===== config.mk =====
export PLATFORM = sky130hd
export DESIGN_NAME = dcp_lag_mod
export DESIGN_NICKNAME = d
export VERILOG_FILES = /design/src/hw/rtl/dcp_pkg.sv /design/src/hw/rtl/dcp_lag_mod.sv
export SDC_FILE = /design/constraint.sdc
export NUM_CORES = 1
export LEC_CHECK = 0
export ABC_AREA = 1
export BUFFER_PORTS_ARGS = -buffer_cell sky130_fd_sc_hd__buf_4
export CAP_MARGIN = 10
export CORE_MARGIN = 10
export CORE_UTILIZATION = 55
export DETAILED_ROUTE_END_ITERATION = 7
export PLACE_DENSITY = 0.78
export SLEW_MARGIN = 20
export SYNTH_ARGS = -nofsm -noshare
export SYNTH_HDL_FRONTEND = slang
export SYNTH_SLANG_ARGS = --single-unit

===== constraint.sdc =====
create_clock -name clk -period 2.3 [get_ports clk]
set_input_delay 0.345 -clock clk [delete_from_list [all_inputs] [get_ports clk]]
set_output_delay 0.345 -clock clk [all_outputs]
set_load 0.01 [all_outputs]

===== src/hw/rtl/dcp_pkg.sv =====
`timescale 1ns / 1ps
// ----------------------------------------------------------------------------
// dcp_pkg - shared constants, types and helpers
// Sizes, register indexes, pipeline tag and arithmetic helpers for the
// differential conjugate product block.
// ----------------------------------------------------------------------------
package dcp_pkg;

  localparam int MAX_FRAME   = 64;
  localparam int SAMPLE_BITS = 16;

  localparam int FIELD_W   = 16;                 // width of one input field
  localparam int OUT_W     = 32;                 // width of one result part
  localparam int LEN_W     = 7;                  // frame_length register
  localparam int LAG_W     = 6;                  // lag register
  localparam int CNT_W     = 7;                  // load count, frame length
  localparam int ADDR_W    = (MAX_FRAME > 1) ? $clog2(MAX_FRAME) : 1;
  localparam int WORD_W    = 2 * SAMPLE_BITS;    // store word {im, re}
  localparam int PROD_W    = 2 * SAMPLE_BITS;
  localparam int SUM_W     = PROD_W + 1;
  localparam int BIT_IDX_W = $clog2(LAG_W);
  localparam int CFG_IDX_W = 2;

  localparam logic [CFG_IDX_W-1:0] CFG_FRAME_LENGTH = 2'd0;
  localparam logic [CFG_IDX_W-1:0] CFG_LAG          = 2'd1;

  localparam logic [LEN_W-1:0] FRAME_LENGTH_RST = 7'd64;
  localparam logic [LAG_W-1:0] LAG_RST          = 6'd1;

  // Tag that travels alongside a request through the product pipeline
  typedef struct packed {
    logic valid;
    logic zero;   // middle result of an odd frame
    logic last;   // last result of the frame
  } dcp_tag_t;

  // Take the low SAMPLE_BITS bits of a field (zero-filled above the field)
  function automatic logic signed [SAMPLE_BITS-1:0] sample_of(input logic [FIELD_W-1:0] f);
    logic [31:0] z;
    z = 32'(f);
    return z[SAMPLE_BITS-1:0];
  endfunction

  // Clamp a signed sum to the signed 32-bit result range
  function automatic logic [OUT_W-1:0] sat_out(input logic signed [SUM_W-1:0] v);
    logic signed [63:0] w;
    logic signed [63:0] w_sat;
    w = 64'(v);
    if (w > 64'sd2147483647) begin
      w_sat = 64'sd2147483647;
    end else if (w < -64'sd2147483648) begin
      w_sat = -64'sd2147483648;
    end else begin
      w_sat = w;
    end
    return w_sat[OUT_W-1:0];
  endfunction

endpackage


===== src/hw/rtl/dcp_lag_mod.sv =====
`timescale 1ns / 1ps
// ----------------------------------------------------------------------------
// dcp_lag_mod - lag modulo half-length
// Restoring remainder, one dividend bit per cycle; done pulses when ready.
// ----------------------------------------------------------------------------
module dcp_lag_mod (
  input  logic                      clk,
  input  logic                      rst_n,
  input  logic                      start,
  input  logic [dcp_pkg::LAG_W-1:0] dividend,
  input  logic [dcp_pkg::CNT_W-1:0] divisor,
  output logic                      done,
  output logic [dcp_pkg::CNT_W-1:0] remainder
);

  logic                          busy_r;
  logic                          done_r;
  logic [dcp_pkg::BIT_IDX_W-1:0] bit_r;
  logic [dcp_pkg::LAG_W-1:0]     dvd_r;
  logic [dcp_pkg::CNT_W-1:0]     div_r;
  logic [dcp_pkg::CNT_W-1:0]     rem_r;
  logic [dcp_pkg::CNT_W-1:0]     trial;

  // shift in the next dividend bit, subtract when it fits
  always_comb begin
    trial = {rem_r[dcp_pkg::CNT_W-2:0], dvd_r[bit_r]};
    if (trial >= div_r) begin
      trial = trial - div_r;
    end
  end

  always_ff @(posedge clk) begin
    if (!rst_n) begin
      busy_r <= 1'b0;
      done_r <= 1'b0;
    end else begin
      done_r <= 1'b0;
      if (start) begin
        busy_r <= 1'b1;
      end else if (busy_r && bit_r == '0) begin
        busy_r <= 1'b0;
        done_r <= 1'b1;
      end
    end
  end

  always_ff @(posedge clk) begin
    if (start) begin
      dvd_r <= dividend;
      div_r <= divisor;
      rem_r <= '0;
      bit_r <= dcp_pkg::BIT_IDX_W'(dcp_pkg::LAG_W - 1);
    end else if (busy_r) begin
      rem_r <= trial;
      bit_r <= bit_r - 1'b1;
    end
  end

  assign done      = done_r;
  assign remainder = rem_r;

endmodule


==> run metrics <==
status finished, final reports clean; period utilisation layout 89.8%; DRT iter0 DRCs 49; clock-pin slew on the worst setup and hold paths 0.13 ns; Yosys warning count 0; hold_buf cts 0; Pwr per Cell Area 614 nW/um^2; Max Root-Sink Buffers 2; Post-Route Setup TNS 0 ns; Chip Height 70.9 um; crit path kind flip-flop to flip-flop; CP dominant cell by count nand2_1; TritonCTS clock tree built; final number of setup-violating endpoints 0; fillers 210; max cap viols 0; PnR worst setup slack 0.235 ns; unrepaired setup endpoints after global routing false; Site Rows 18; routed vias 1139; core area 2480 sq um; number of global-route vias before repair 1132; initial antenna violation count 0; register area share after synthesis 44.2%; share of layout cells above drive strength 1 17.8%; Critical Path RT 2.54 ns; CP max FO 4; number of remaining DRC errors 0; ANT cells 0; placed cell area 1590 sq um; commonest cells after routing, fill and taps aside 40 x nand2_1, 36 x inv_1, 23 x buf_4; die area 5030 sq um; Hold Vio Cnt, Final 0; clk_lat worst skew 0.32 ns; IO Pins 24; largest net degree at the start of global routing 24; post-DP HPWL 2200 um; CP endpoint kind flip-flop; port buffer count 23; Synth Flop Type edfxtp_1; crit start category flip-flop; first-pass GRT wire length 4800 um; starting density of the core 57.6%; Static Leak 0.836 nW; area grow syn2layout 14.1%; Final Max Slew Viols 0; post-layout min period 2.06 ns; GRT Total Usage 11.2%; Mapped Cells 174; TritonCTS buffer count 3; post-route ant nets 0; DRT Pass-1 Iters 4; drt total wl 2790 um; Critical Path AT 2.30 ns; commonest non-fill, non-tap cell in the layout nand2_1; hold_ws 0.184 ns; Hold WC Path Type input port to flip-flop; maximum vdd drop 0.444 mV; cts repair resizes 0; Mapped Area 1430 sq um; Netlist cell types 25; Post-synth ARST share 0%; Fmax 484 MHz; slowest library cell on the worst path fa_1; worst slack, placed 0.0565 ns; Cell Chain, Critical Path inv_1, nor2_1, nand2_1, nand2_1, nand2_1, nand2_1, inv_1, ha_1, fa_1, o21ai_2, nand2_1, nand3_1, nand3_1, nand3_1, nand2_1; DR WL/cell 12.3 um; fin area 1630 sq um; Worst-Margin Slew 0.394 ns; global route total overflow 0; postcts setup bufs 0; FF+latch count, synth 25; Clock Sinks 25; Root Buffer clkbuf_4; routability cong. 0.900; Worst slew margin 73.7%; H-tree levels 1; placed cell count 223; number of flops mapped to enable cells by yosys 13; Largest stage delay, worst path 0.42 ns; fin nets 224; Layout Cells excl Fill 227; die width 70.9 um; Post-Route Skew 0.00795 ns; Mean Syn Cell Area 8.20 sq um; syn_nets 200; DR vias/cell 5.02
[kinds of logic (layout without fill, tap and decap cells)]
family / count (synthesis) / count (layout) / share of synthesized area (%)
flip-flops: 25 / 25 / 44.2
XOR/XNOR: 3 / 3 / 1.84
AND/OR/NAND/NOR: 74 / 74 / 23.0
AO/OA/AOI/OAI: 22 / 22 / 8.86
buffers and inverters: 40 / 63 / 12.8
adder cells (fa/ha/maj): 10 / 10 / 9.30
[synthesized netlist by cell type (2+ instances only)]
master	n	area, sq um
nand3_1	10	50.1
inv_1	36	135
nand3_2	2	20.0
xnor2_1	2	17.5
nand2_1	40	150
nor2_1	12	45.0
nand4_1	3	18.8
edfxtp_1	13	390
o21ai_0	3	15.0
buf_6	3	33.8
ha_1	9	113
o21ai_1	3	15.0
a21oi_1	13	65.1
dfxtp_1	12	240
o211ai_1	2	15.0
nand2_2	2	12.5
[stage by stage]
| step | power [mW] | utilization [%] |
|---|---|---|
| 4_1_cts | 0.997 | 65.2 |
| 3_3_place_gp | 0.795 | 64.1 |
| 3_5_place_dp | 0.806 | 64.1 |
| 5_1_grt | 1.06 | 65.7 |
| 2_1_floorplan | 0.735 | - |
| 6_report | 0.999 | 65.7 |
[power breakdown]
group	internal [mW]	switching [mW]	total, mW
Clock	0.0680	0.129	0.197
Sequential	0.505	0.0221	0.528
Combinational	0.115	0.159	0.275
[flip-flops by register name, summed over array words and instances (netlist names)]
register   cells
bit_r          3
done           1
div_r          7
remainder      7
busy_r         1
dvd_r          6
[layout make-up]
class / count / area (sq um) / share of cell area [%]
Sequential cell: 25 / 632 / 38.8
Multi-Input combinational cell: 109 / 624 / 38.4
Timing Repair Buffer: 23 / 173 / 10.6
Inverter: 36 / 135 / 8.30
Tap cell: 30 / 37.5 / 2.31
Clock buffer: 4 / 26.3 / 1.61
[per-layer routing]
metal	up-vias	GRT usage, %	share of wire [%]
met5	-	0	0
met4	0	4.30	1.4
met3	5	3.21	5.2
met2	25	19.6	50
met1	514	12.5	43
li1	595	-	-
[worst max-delay path, delay by kind of cell (launching register included)]
kind	cells	cell delay [ns]
AOI/OAI and AO/OA	1	0.18
and+or+nand+nor	10	0.63
DFF	1	0.39
buffers and inverters	2	0.13
adders and majority gates	2	0.62
[path summary, 6_finish.rpt]
| check | startpoint | to | slack [ns] | cells past startpoint |
|---|---|---|---|---|
| min | dividend[4] | dvd_r[4] | 0.18 | 1 |
| min reg2reg | remainder[6] | remainder[6] | 0.49 | 2 |
| max reg2reg | bit_r[2] | remainder[6] | 0.24 | 15 |
| max | bit_r[2] | remainder[6] | 0.24 | 15 |
Power figures use the tool's default switching activity.
