===== config.mk =====
export PLATFORM = sky130hd
export DESIGN_NAME = dcp_cmul
export DESIGN_NICKNAME = d
export VERILOG_FILES = /design/src/hw/rtl/dcp_pkg.sv /design/src/hw/rtl/dcp_cmul.sv
export SDC_FILE = /design/constraint.sdc
export NUM_CORES = 2
export LEC_CHECK = 0
export ABC_AREA = 1
export BUFFER_PORTS_ARGS = -buffer_cell sky130_fd_sc_hd__buf_4
export CELL_PAD_IN_SITES_DETAIL_PLACEMENT = 1
export CELL_PAD_IN_SITES_GLOBAL_PLACEMENT = 2
export CORE_MARGIN = 2
export CORE_UTILIZATION = 41
export CTS_CLUSTER_DIAMETER = 30
export CTS_CLUSTER_SIZE = 25
export DETAILED_ROUTE_END_ITERATION = 16
export GPL_TIMING_DRIVEN = 0
export PLACE_DENSITY_LB_ADDON = 0.3
export SLEW_MARGIN = 20
export SYNTH_ARGS = -nofsm -noshare
export SYNTH_HDL_FRONTEND = slang
export SYNTH_SLANG_ARGS = --single-unit

===== constraint.sdc =====
create_clock -name clk -period 6.4 [get_ports clk]
set_input_delay 0.32 -clock clk [delete_from_list [all_inputs] [get_ports clk]]
set_output_delay 0.32 -clock clk [all_outputs]
set_load 0.005 [all_outputs]

===== src/hw/rtl/dcp_pkg.sv =====
`timescale 1ns / 1ps
// ----------------------------------------------------------------------------
// dcp_pkg - shared constants, types and helpers
// Sizes, register indexes, pipeline tag and arithmetic helpers for the
// differential conjugate product block.
// ----------------------------------------------------------------------------
package dcp_pkg;

  localparam int MAX_FRAME   = 64;
  localparam int SAMPLE_BITS = 16;

  localparam int FIELD_W   = 16;                 // width of one input field
  localparam int OUT_W     = 32;                 // width of one result part
  localparam int LEN_W     = 7;                  // frame_length register
  localparam int LAG_W     = 6;                  // lag register
  localparam int CNT_W     = 7;                  // load count, frame length
  localparam int ADDR_W    = (MAX_FRAME > 1) ? $clog2(MAX_FRAME) : 1;
  localparam int WORD_W    = 2 * SAMPLE_BITS;    // store word {im, re}
  localparam int PROD_W    = 2 * SAMPLE_BITS;
  localparam int SUM_W     = PROD_W + 1;
  localparam int BIT_IDX_W = $clog2(LAG_W);
  localparam int CFG_IDX_W = 2;

  localparam logic [CFG_IDX_W-1:0] CFG_FRAME_LENGTH = 2'd0;
  localparam logic [CFG_IDX_W-1:0] CFG_LAG          = 2'd1;

  localparam logic [LEN_W-1:0] FRAME_LENGTH_RST = 7'd64;
  localparam logic [LAG_W-1:0] LAG_RST          = 6'd1;

  // Tag that travels alongside a request through the product pipeline
  typedef struct packed {
    logic valid;
    logic zero;   // middle result of an odd frame
    logic last;   // last result of the frame
  } dcp_tag_t;

  // Take the low SAMPLE_BITS bits of a field (zero-filled above the field)
  function automatic logic signed [SAMPLE_BITS-1:0] sample_of(input logic [FIELD_W-1:0] f);
    logic [31:0] z;
    z = 32'(f);
    return z[SAMPLE_BITS-1:0];
  endfunction

  // Clamp a signed sum to the signed 32-bit result range
  function automatic logic [OUT_W-1:0] sat_out(input logic signed [SUM_W-1:0] v);
    logic signed [63:0] w;
    logic signed [63:0] w_sat;
    w = 64'(v);
    if (w > 64'sd2147483647) begin
      w_sat = 64'sd2147483647;
    end else if (w < -64'sd2147483648) begin
      w_sat = -64'sd2147483648;
    end else begin
      w_sat = w;
    end
    return w_sat[OUT_W-1:0];
  endfunction

endpackage


===== src/hw/rtl/dcp_cmul.sv =====
`timescale 1ns / 1ps
// ----------------------------------------------------------------------------
// dcp_cmul - conjugate product pipeline
// Registered partial products, then sum, saturate and the output register.
// ----------------------------------------------------------------------------
module dcp_cmul (
  input  logic                       clk,
  input  logic                       rst_n,
  input  logic                       advance,
  input  dcp_pkg::dcp_tag_t          tag_in,
  input  logic [dcp_pkg::WORD_W-1:0] word_a,   // x[j]
  input  logic [dcp_pkg::WORD_W-1:0] word_b,   // x[i], conjugated
  output logic                       res_valid,
  output logic [dcp_pkg::OUT_W-1:0]  res_re,
  output logic [dcp_pkg::OUT_W-1:0]  res_im,
  output logic                       res_last
);

  localparam int SB = dcp_pkg::SAMPLE_BITS;

  logic signed [SB-1:0] ar, ai, br, bi;
  logic signed [dcp_pkg::PROD_W-1:0] p_rr_r, p_ii_r, p_ir_r, p_ri_r;
  dcp_pkg::dcp_tag_t tag_r;
  logic signed [dcp_pkg::SUM_W-1:0] sum_re, sum_im;
  logic                             valid_r;
  logic [dcp_pkg::OUT_W-1:0]        re_r, im_r;
  logic                             last_r;

  assign ar = word_a[SB-1:0];
  assign ai = word_a[2*SB-1:SB];
  assign br = word_b[SB-1:0];
  assign bi = word_b[2*SB-1:SB];

  always_ff @(posedge clk) begin
    if (advance) begin
      p_rr_r <= ar * br;
      p_ii_r <= ai * bi;
      p_ir_r <= ai * br;
      p_ri_r <= ar * bi;
    end
  end

  always_ff @(posedge clk) begin
    if (!rst_n) begin
      tag_r   <= '0;
      valid_r <= 1'b0;
    end else if (advance) begin
      tag_r   <= tag_in;
      valid_r <= tag_r.valid;
    end
  end

  assign sum_re = dcp_pkg::SUM_W'(p_rr_r) + dcp_pkg::SUM_W'(p_ii_r);
  assign sum_im = dcp_pkg::SUM_W'(p_ir_r) - dcp_pkg::SUM_W'(p_ri_r);

  always_ff @(posedge clk) begin
    if (advance) begin
      re_r   <= tag_r.zero ? '0 : dcp_pkg::sat_out(sum_re);
      im_r   <= tag_r.zero ? '0 : dcp_pkg::sat_out(sum_im);
      last_r <= tag_r.last;
    end
  end

  assign res_valid = valid_r;
  assign res_re    = re_r;
  assign res_im    = im_r;
  assign res_last  = last_r;

endmodule


==> out/results.ini <==
[setup_path]
crit_arrival_ns = 6.55
cpPeakStageDelay_ns = 0.78
slowest_stage = clkdlybuf4s15_1
cp_max_fo = 10
startpoint = word_b[12]
reg2reg_slack_ns = 3.53
rr_worst_depth = 16
r2r-start = p_rr_r[0]$_DFFE_PP_
required_ns = 6.64
worstPathCellList = buf_4 -> clkdlybuf4s15_1 -> nand2_1 -> fa_1 -> inv_1 -> fa_1 -> fa_1 -> fa_1 -> fa_1 -> inv_1 -> fa_1 -> inv_1 -> ha_1 -> a21oi_1 -> o21ai_0 -> a21oi_1 -> nand3_1 -> nand2_1 -> nand2_1 -> xor2_1
timing.rr.end = res_re[21]$_SDFFCE_PP0P_
worstSetupEndpointType = flip-flop
crit_end = p_rr_r[27]$_DFFE_PP_
path_common_cell = fa_1
start_kind = primary input
crit_type = in2reg

[routing]
drt-pass1-iter-count = 5
ant_nets = 0
drc = 0
routed_wl_mm = 194
drtIter0Drc = 2936
vias = 42782
via_per_inst = 5.16
wl_per_cell_um = 23.4

[synth]
synth.most_common_cell = inv_1
postSynthAreaPerCell_um2 = 8.05
syn_inst = 6473
ys_top_cells_by_area = fa_1 (40%), inv_1 (14%), nand2_1 (12%)
syn_nets = 7985
synth_common_cells = inv_1 (1900), nand2_1 (1664), fa_1 (1050)
postSynth.asyncResetShare = 0
syn_area_um2 = 52100
synth_edf_count = 193
synth_top_cell_area_share = 0.403
synth_ff_type = edfxtp_1
ys_ff_latch = 197
synth_top_cell_by_area = fa_1
synth_cell_type_count = 46
yosysSeqAreaShare = 0.113
yosysWarnings = 0

[grt]
grt_max_degree = 102
antenna_found_initial = 20
grt-ovfl-total = 0
grt_pass1_vias = 45999
grt_pass1_wl_mm = 289
grt_util_all_layers = 0.303

[finish]
instances_no_fill = 8294
drive_gt1_frac = 0.0494
nets = 8139
final_util = 0.445
area_growth_pct = 7.50

[sta]
period_share = 0.986
slew_violations = 0
period_minus_slack_ns = 6.31
hold_viol = 0
worst_slew_pin_slew_ns = 1.22
clock_skew_ns = 0.0146
fmax_mhz = 159
slew_headroom = 0.187
setup_viol = 0

[place]
dp.cells = 8257
routabilityCongestion = 0.977
hpwl_mm = 169
portBuffers = 133

[cts]
cts_buffers = 17
path_clk_slew_ns = 0.08
clockBufferDepth = 2
cts_root_buf = clkbuf_16
cts_tree = yes
clkLatencyLatePin_ns = 0.51
postCtsHoldBufs = 0
cts_max_level = 4
clock_sinks = 197

[die]
initial_utilization = 0.414
die_h_um = 361
rows = 130
dieArea_um2 = 130000
design.core.area_um2 = 126000
die_w_um = 361
floorplan.io_pins = 136

[job]
drv_cap = 0

[hold_path]
hold_class = in2reg

[run_status]
status = finished, final reports clean

critical path: cells and delay by family:
kind | cells | cell delay, ns
AOI/OAI and AO/OA | 3 | 0.69
xor gates and xnor gates | 1 | 0.45
adders and majority gates | 7 | 3.43
buffers and inverters | 5 | 1.07
and+or+nand+nor | 4 | 0.57
cell type report:
cell class,count,area [µm²]
Clock buffer,17,425
Sequential cell,197,5880
Buffer,206,948
Multi-Input combinational cell,4159,38300
Antenna cell,4,10.0
Fill cell,15611,69900
Tap cell,1650,2060
Inverter,1908,7170
Timing Repair Buffer,138,1060
Clock inverter,15,205
per-stage QoR:
stage          TNS, ns  area [µm²]  worst slack (ns)  hold slack (ns)
2_1_floorplan        0       52100             0.812            0.403
3_3_place_gp    -50.75       55200             -1.50            0.411
3_5_place_dp    -45.26       55200             -1.46            0.421
4_1_cts              0       55900           0.00761           0.0100
5_1_grt        -0.0124       56000           -0.0124           0.0570
6_report             0       56000            0.0927           0.0446
cell usage in the layout (no fill, tap or decap), drive strengths merged, types with 80 or more instances in the layout:
master,n
buf,159
nor2,246
inv,1913
clkbuf,199
nand2,1693
a21oi,170
nand3,176
xor2,120
fa,1050
ha,392
o21ai,80
edfxtp,193
how the worst min path moves through the flow:
stage | from | to | slack, ns | depth (start not counted)
3_5_place_dp | tag_r[0]$_SDFFE_PN0P_ | res_last$_DFFE_PP_ | 0.42 | 0
3_3_place_gp | tag_r[0]$_SDFFE_PN0P_ | res_last$_DFFE_PP_ | 0.41 | 0
6_report | tag_in[0] | tag_r[0]$_SDFFE_PN0P_ | 0.04 | 3
2_1_floorplan | tag_r[0]$_SDFFE_PN0P_ | res_last$_DFFE_PP_ | 0.40 | 0
4_1_cts | tag_in[0] | tag_r[0]$_SDFFE_PN0P_ | 0.01 | 3
5_1_grt | tag_in[0] | tag_r[0]$_SDFFE_PN0P_ | 0.06 | 3
cell families (layout without fill, tap and decap cells):
kind of cell | count (synthesis) | after routing | synth area share
buffers and inverters | 2117 | 2284 | 0.154
and+or+nand+nor | 2203 | 2203 | 0.170
AOI/OAI and AO/OA | 341 | 341 | 0.0372
DFF | 197 | 197 | 0.113
other | 0 | 4 | 0
adders and majority gates | 1442 | 1442 | 0.497
xor gates and xnor gates | 173 | 173 | 0.0291
what timing repair did:
item,4_1_cts,5_1_grt
buffers inserted,0,4
pin swaps,0,1
resized for setup,19,122
endpoints found under the setup margin,47,28
metal layers:
layer | vias to the layer above | track usage | part of all wire
li1 | 18993 | - | -
met3 | 308 | 0.0415 | 0.071
met5 | - | 0 | 0.000057
met1 | 22117 | 0.425 | 0.44
met4 | 2 | 0.112 | 0.042
met2 | 1362 | 0.480 | 0.45
registers in the layout (all words and copies together), names as in the netlist:
register / flops
res_valid: 1
res_re: 32
p_ri_r: 32
p_ii_r: 32
tag_r: 3
res_im: 32
res_last: 1
p_rr_r: 32
p_ir_r: 32
Power is not shown: default switching activity piles up to over one toggle a cycle in this logic, so the estimate is an artifact.
