$ cat src/hw/rtl/dcp_pkg.sv
`timescale 1ns / 1ps
// ----------------------------------------------------------------------------
// dcp_pkg - shared constants, types and helpers
// Sizes, register indexes, pipeline tag and arithmetic helpers for the
// differential conjugate product block.
// ----------------------------------------------------------------------------
package dcp_pkg;

  localparam int MAX_FRAME   = 64;
  localparam int SAMPLE_BITS = 16;

  localparam int FIELD_W   = 16;                 // width of one input field
  localparam int OUT_W     = 32;                 // width of one result part
  localparam int LEN_W     = 7;                  // frame_length register
  localparam int LAG_W     = 6;                  // lag register
  localparam int CNT_W     = 7;                  // load count, frame length
  localparam int ADDR_W    = (MAX_FRAME > 1) ? $clog2(MAX_FRAME) : 1;
  localparam int WORD_W    = 2 * SAMPLE_BITS;    // store word {im, re}
  localparam int PROD_W    = 2 * SAMPLE_BITS;
  localparam int SUM_W     = PROD_W + 1;
  localparam int BIT_IDX_W = $clog2(LAG_W);
  localparam int CFG_IDX_W = 2;

  localparam logic [CFG_IDX_W-1:0] CFG_FRAME_LENGTH = 2'd0;
  localparam logic [CFG_IDX_W-1:0] CFG_LAG          = 2'd1;

  localparam logic [LEN_W-1:0] FRAME_LENGTH_RST = 7'd64;
  localparam logic [LAG_W-1:0] LAG_RST          = 6'd1;

  // Tag that travels alongside a request through the product pipeline
  typedef struct packed {
    logic valid;
    logic zero;   // middle result of an odd frame
    logic last;   // last result of the frame
  } dcp_tag_t;

  // Take the low SAMPLE_BITS bits of a field (zero-filled above the field)
  function automatic logic signed [SAMPLE_BITS-1:0] sample_of(input logic [FIELD_W-1:0] f);
    logic [31:0] z;
    z = 32'(f);
    return z[SAMPLE_BITS-1:0];
  endfunction

  // Clamp a signed sum to the signed 32-bit result range
  function automatic logic [OUT_W-1:0] sat_out(input logic signed [SUM_W-1:0] v);
    logic signed [63:0] w;
    logic signed [63:0] w_sat;
    w = 64'(v);
    if (w > 64'sd2147483647) begin
      w_sat = 64'sd2147483647;
    end else if (w < -64'sd2147483648) begin
      w_sat = -64'sd2147483648;
    end else begin
      w_sat = w;
    end
    return w_sat[OUT_W-1:0];
  endfunction

endpackage

$ cat src/hw/rtl/dcp_sample_ram.sv
`timescale 1ns / 1ps
// ----------------------------------------------------------------------------
// dcp_sample_ram - frame sample store
// One write port, two read ports with registered data and a shared enable.
// ----------------------------------------------------------------------------
module dcp_sample_ram (
  input  logic                      clk,
  input  logic                      wr_en,
  input  logic [dcp_pkg::ADDR_W-1:0] wr_addr,
  input  logic [dcp_pkg::WORD_W-1:0] wr_data,
  input  logic                      rd_en,
  input  logic [dcp_pkg::ADDR_W-1:0] rd_addr_a,
  input  logic [dcp_pkg::ADDR_W-1:0] rd_addr_b,
  output logic [dcp_pkg::WORD_W-1:0] rd_data_a,
  output logic [dcp_pkg::WORD_W-1:0] rd_data_b
);

  logic [dcp_pkg::WORD_W-1:0] mem_q [dcp_pkg::MAX_FRAME];

  always_ff @(posedge clk) begin
    if (wr_en) begin
      mem_q[wr_addr] <= wr_data;
    end
  end

  // hold read data while the pipeline is stalled
  always_ff @(posedge clk) begin
    if (rd_en) begin
      rd_data_a <= mem_q[rd_addr_a];
      rd_data_b <= mem_q[rd_addr_b];
    end
  end

endmodule

$ cat config.mk
export PLATFORM = sky130hd
export DESIGN_NAME = dcp_sample_ram
export DESIGN_NICKNAME = d
export VERILOG_FILES = /design/src/hw/rtl/dcp_pkg.sv /design/src/hw/rtl/dcp_sample_ram.sv
export SDC_FILE = /design/constraint.sdc
export NUM_CORES = 2
export LEC_CHECK = 0
export BUFFER_PORTS_ARGS = -buffer_cell sky130_fd_sc_hd__buf_2
export CORE_MARGIN = 4
export CORE_UTILIZATION = 35
export DETAILED_ROUTE_END_ITERATION = 12
export HOLD_SLACK_MARGIN = 0.15
export RECOVER_POWER = 50
export SLEW_MARGIN = 5
export SYNTH_ARGS = -nofsm -noshare
export SYNTH_HDL_FRONTEND = slang
export SYNTH_SLANG_ARGS = --single-unit
$ cat constraint.sdc
create_clock -name clk -period 3.5 [get_ports clk]
set_clock_uncertainty 0.15 [all_clocks]
set_input_delay 0.175 -clock clk [delete_from_list [all_inputs] [get_ports clk]]
set_output_delay 0.175 -clock clk [all_outputs]
set_load 0.01 [all_outputs]
==> Flow_metrics.wiki <==
{| class="wikitable"
! Metric !! Value
|-
| Status || finished with violations
|-
| Failing checks || capacitance limit, slew limit
|-
| Number of setup buffers added after CTS || 0
|-
| Crit path largest cell delay || 1.06 ns
|-
| Maximum level of the CTS H-tree || 4
|-
| Initial standard-cell utilization of the core || 0.3516
|-
| Pins Over Slew Limit || 2097
|-
| Setup TNS after final layout || 0 ns
|-
| Worst slew margin relative to its limit || -0.9614
|-
| Bufs and invs on worst path || 4
|-
| Minimum clock period || 3.354 ns
|-
| Count of nets left with antenna violations after detail routing || 0
|-
| Worst-case hold slack || 0.2062 ns
|-
| Setup repair after global routing missed its margin || false
|-
| IO Port Bufs || 116
|-
| Die boundary height || 532.5 um
|-
| Proportion of layout cells with a drive suffix above 1 || 0.3943
|-
| Global-route wire length before repair || 437.5 mm
|-
| Final period util || 0.9582
|-
| Largest delay share family, worst path || buffers and inverters
|-
| Clock slew at the register clock pins of the worst setup and hold paths || 0.07 ns
|-
| Maximum fanout along the worst path || 32
|-
| Cell Pwr Density || 495.2 nW/um^2
|-
| Chip width || 532.5 um
|-
| CTS Hold Bufs || 58
|-
| Synth warnings || 0
|-
| Core Area || 273900 um^2
|-
| Cell with the most instances on the worst path || sky130_fd_sc_hd__clkbuf_1
|-
| Floorplan row count || 192
|-
| Total Die Area || 283600 um^2
|-
| Filler-free cell count of the finished design || 8589
|-
| Via density per instance || 6.209
|-
| Leakage power of the design || 34.81 nW
|-
| Initial antenna violation count || 22
|-
| Number of failing setup endpoints in the final timing report || 0
|-
| CTS Root Buffer Type || sky130_fd_sc_hd__clkbuf_16
|-
| Startpoint type of the worst setup path || input port
|-
| Deepest clock path buffer count || 3
|-
| Fillers || 23810
|-
| Area grow syn2layout || 16.16%
|-
| Aggregate global routing overflow || 0
|-
| Largest net degree at the start of global routing || 69
|-
| Half-perimeter wire length after detailed placement || 189.5 mm
|-
| Layout Nets || 4873
|-
| Data arrival time of the worst path || 3.38 ns
|-
| Commonest cells after routing, fill and taps aside || sky130_fd_sc_hd__edfxtp_1, sky130_fd_sc_hd__mux4_2, sky130_fd_sc_hd__buf_4, sky130_fd_sc_hd__clkbuf_16, sky130_fd_sc_hd__mux2i_1
|-
| Number of global-route vias before repair || 54100
|-
| CP Class || in2reg
|-
| Skew-Pair Late Insertion Delay || 0.87 ns
|-
| Cells taking the most area after synthesis || sky130_fd_sc_hd__edfxtp_1, sky130_fd_sc_hd__mux4_2, sky130_fd_sc_hd__mux2i_1
|-
| GP Congestion || 0.8260
|-
| Netlist Area Pre-Place || 96300 um^2
|-
| Area fraction of the dominant cell type after synthesis || 0.6586
|-
| Worst-case vdd ir drop || 0.5002 mV
|-
| Syn nets || 4465
|-
| Routed wirelength normalized by instance count || 36.42 um
|-
| Sequential cell area fraction in the yosys report || 0.6586
|-
| Remaining design rule violation count || 0
|-
| Number of distinct standard cells referenced by the synthesized netlist || 37
|-
| Max Cap Viol || 36
|-
| Cts bufs inserted || 209
|-
| Post_cts resized || 0
|-
| Worst min-delay path class || in2reg
|-
| Mean instance size in the synthesized netlist || 21.83 um^2
|-
| Transition time at the pin with the least slew margin || 2.942 ns
|-
| Count of TritonRoute iterations in the first routing pass || 5
|-
| Endpoint class of the critical path || flop
|-
| Fmax achieved || 0.2982 GHz
|-
| Slowest-stage cell, CP || sky130_fd_sc_hd__clkbuf_2
|-
| Final Routed Wirelength || 312.8 mm
|-
| Count of vias placed by the detailed router || 53330
|-
| Clock sink count || 2112
|-
| Clock tree from TritonCTS || yes
|-
| Overall global routing resource usage || 0.2180
|-
| Data required, critical path || 3.52 ns
|-
| Flops & latches, synth || 2112
|-
| I/O Pins || 117
|-
| Placed cell count || 8140
|-
| Hold violation count in the final report || 0
|-
| CP cell instances || dlygate4sd3_1 -> clkbuf_1 -> nor2_1 -> nand3_1 -> clkbuf_1 -> nor2_4 -> clkbuf_2
|-
| Post-Syn Instances || 4412
|-
| Most common cell after layout, fill and taps aside || sky130_fd_sc_hd__edfxtp_1
|-
| Cell taking the most area after synthesis || sky130_fd_sc_hd__edfxtp_1
|-
| DRC marker count from the first detailed-route iteration || 6996
|}
metrics by stage:
step	util	instance area, um^2	power, W	setup slack [ns]
2_1_floorplan	-	96310	0.03144	0.6778
3_3_place_gp	0.3824	104700	0.03352	0.1244
3_5_place_dp	0.3824	104700	0.03355	0.1238
4_1_cts	0.4089	112000	0.05573	0.3632
5_1_grt	0.4084	111900	0.05709	0.1598
6_report	0.4085	111900	0.05539	0.1463
worst min-delay path: cells and delay by family:
family / cells / cell delay (ns)
AOI/OAI and AO/OA: 2 / 0.20
buffers and inverters: 1 / 0.19
muxes: 1 / 0.49
logic make-up (layout without fill, tap and decap cells):
kind of cell / count (synthesis) / count (layout) / share of synthesized area
flops: 2112 / 2112 / 0.6586
mux: 1364 / 1364 / 0.2883
buf+inv: 348 / 930 / 0.01814
compound gates: 340 / 340 / 0.02376
simple gates: 248 / 248 / 0.01125
other cells: 0 / 6 / 0
state kept, by name, summed over array words and instances, names as in the netlist:
register / cells
rd_data_a: 32
rd_data_b: 32
mem_q: 2048
area by class of cell:
cell class | instances | area [um^2] | share of cell area
clock buffer | 250 | 5384 | 0.04813
tap | 3589 | 4491 | 0.04014
sequential | 2112 | 63420 | 0.5669
inverter | 1 | 3.754 | 0.00003355
antenna | 6 | 15.01 | 0.0001342
multi-input combinational | 1952 | 31660 | 0.2830
timing repair buffer | 544 | 5592 | 0.04998
clock inverter | 135 | 1297 | 0.01160
Yosys cell counts (all sizes together):
library cell and n:
or2 3, nand2b 8, a21boi 1, nand4 2, nor2b 19, a211oi 15
nand3b 6, nand4b 1, a32oi 9, mux2i 204, nand3 9, a22oi 85
o221ai 16, mux2 36, inv 1, or3b 2, edfxtp 2112, or3 2
nor3 3, o22ai 56, clkbuf 135, nand2 93, o211ai 27, o32a 9
nor2 94, o41ai 1, o21ai 49, a221oi 13, and2 6, a21oi 58
mux4 1124, buf 212, o211a 1
metal layers:
| layer | vias to the layer above | share of wire | track usage | wire (um) |
|---|---|---|---|---|
| met5 | - | 0.000048 | 0 | 15 |
| met4 | 4 | 0.043 | 0.08185 | 13480 |
| met3 | 592 | 0.097 | 0.04416 | 30490 |
| met2 | 3164 | 0.47 | 0.3450 | 147800 |
| met1 | 29160 | 0.39 | 0.2988 | 121000 |
| li1 | 20410 | - | - | - |
final timing paths:
| kind | start | to | slack (ns) | depth (start not counted) |
|---|---|---|---|---|
| max | wr_addr[2] | mem_q[57][25] | 0.15 | 7 |
| max reg2reg | mem_q[5][2] | rd_data_b[2] | 0.37 | 6 |
| min reg2reg | mem_q[38][11] | rd_data_a[11] | 0.78 | 4 |
| min | rd_addr_a[2] | rd_data_a[16] | 0.21 | 4 |
power by group:
group | total [W] | leakage [nW] | switching [W] | internal, W
clock | 0.0223 | 3.25 | 0.00982 | 0.0125
combinational | 0.00481 | 12.5 | 0.00276 | 0.00205
sequential | 0.0283 | 19.1 | 0.000149 | 0.0282
total | 0.0554 | 34.8 | 0.0127 | 0.0427
(Power assumes the default switching activity.)
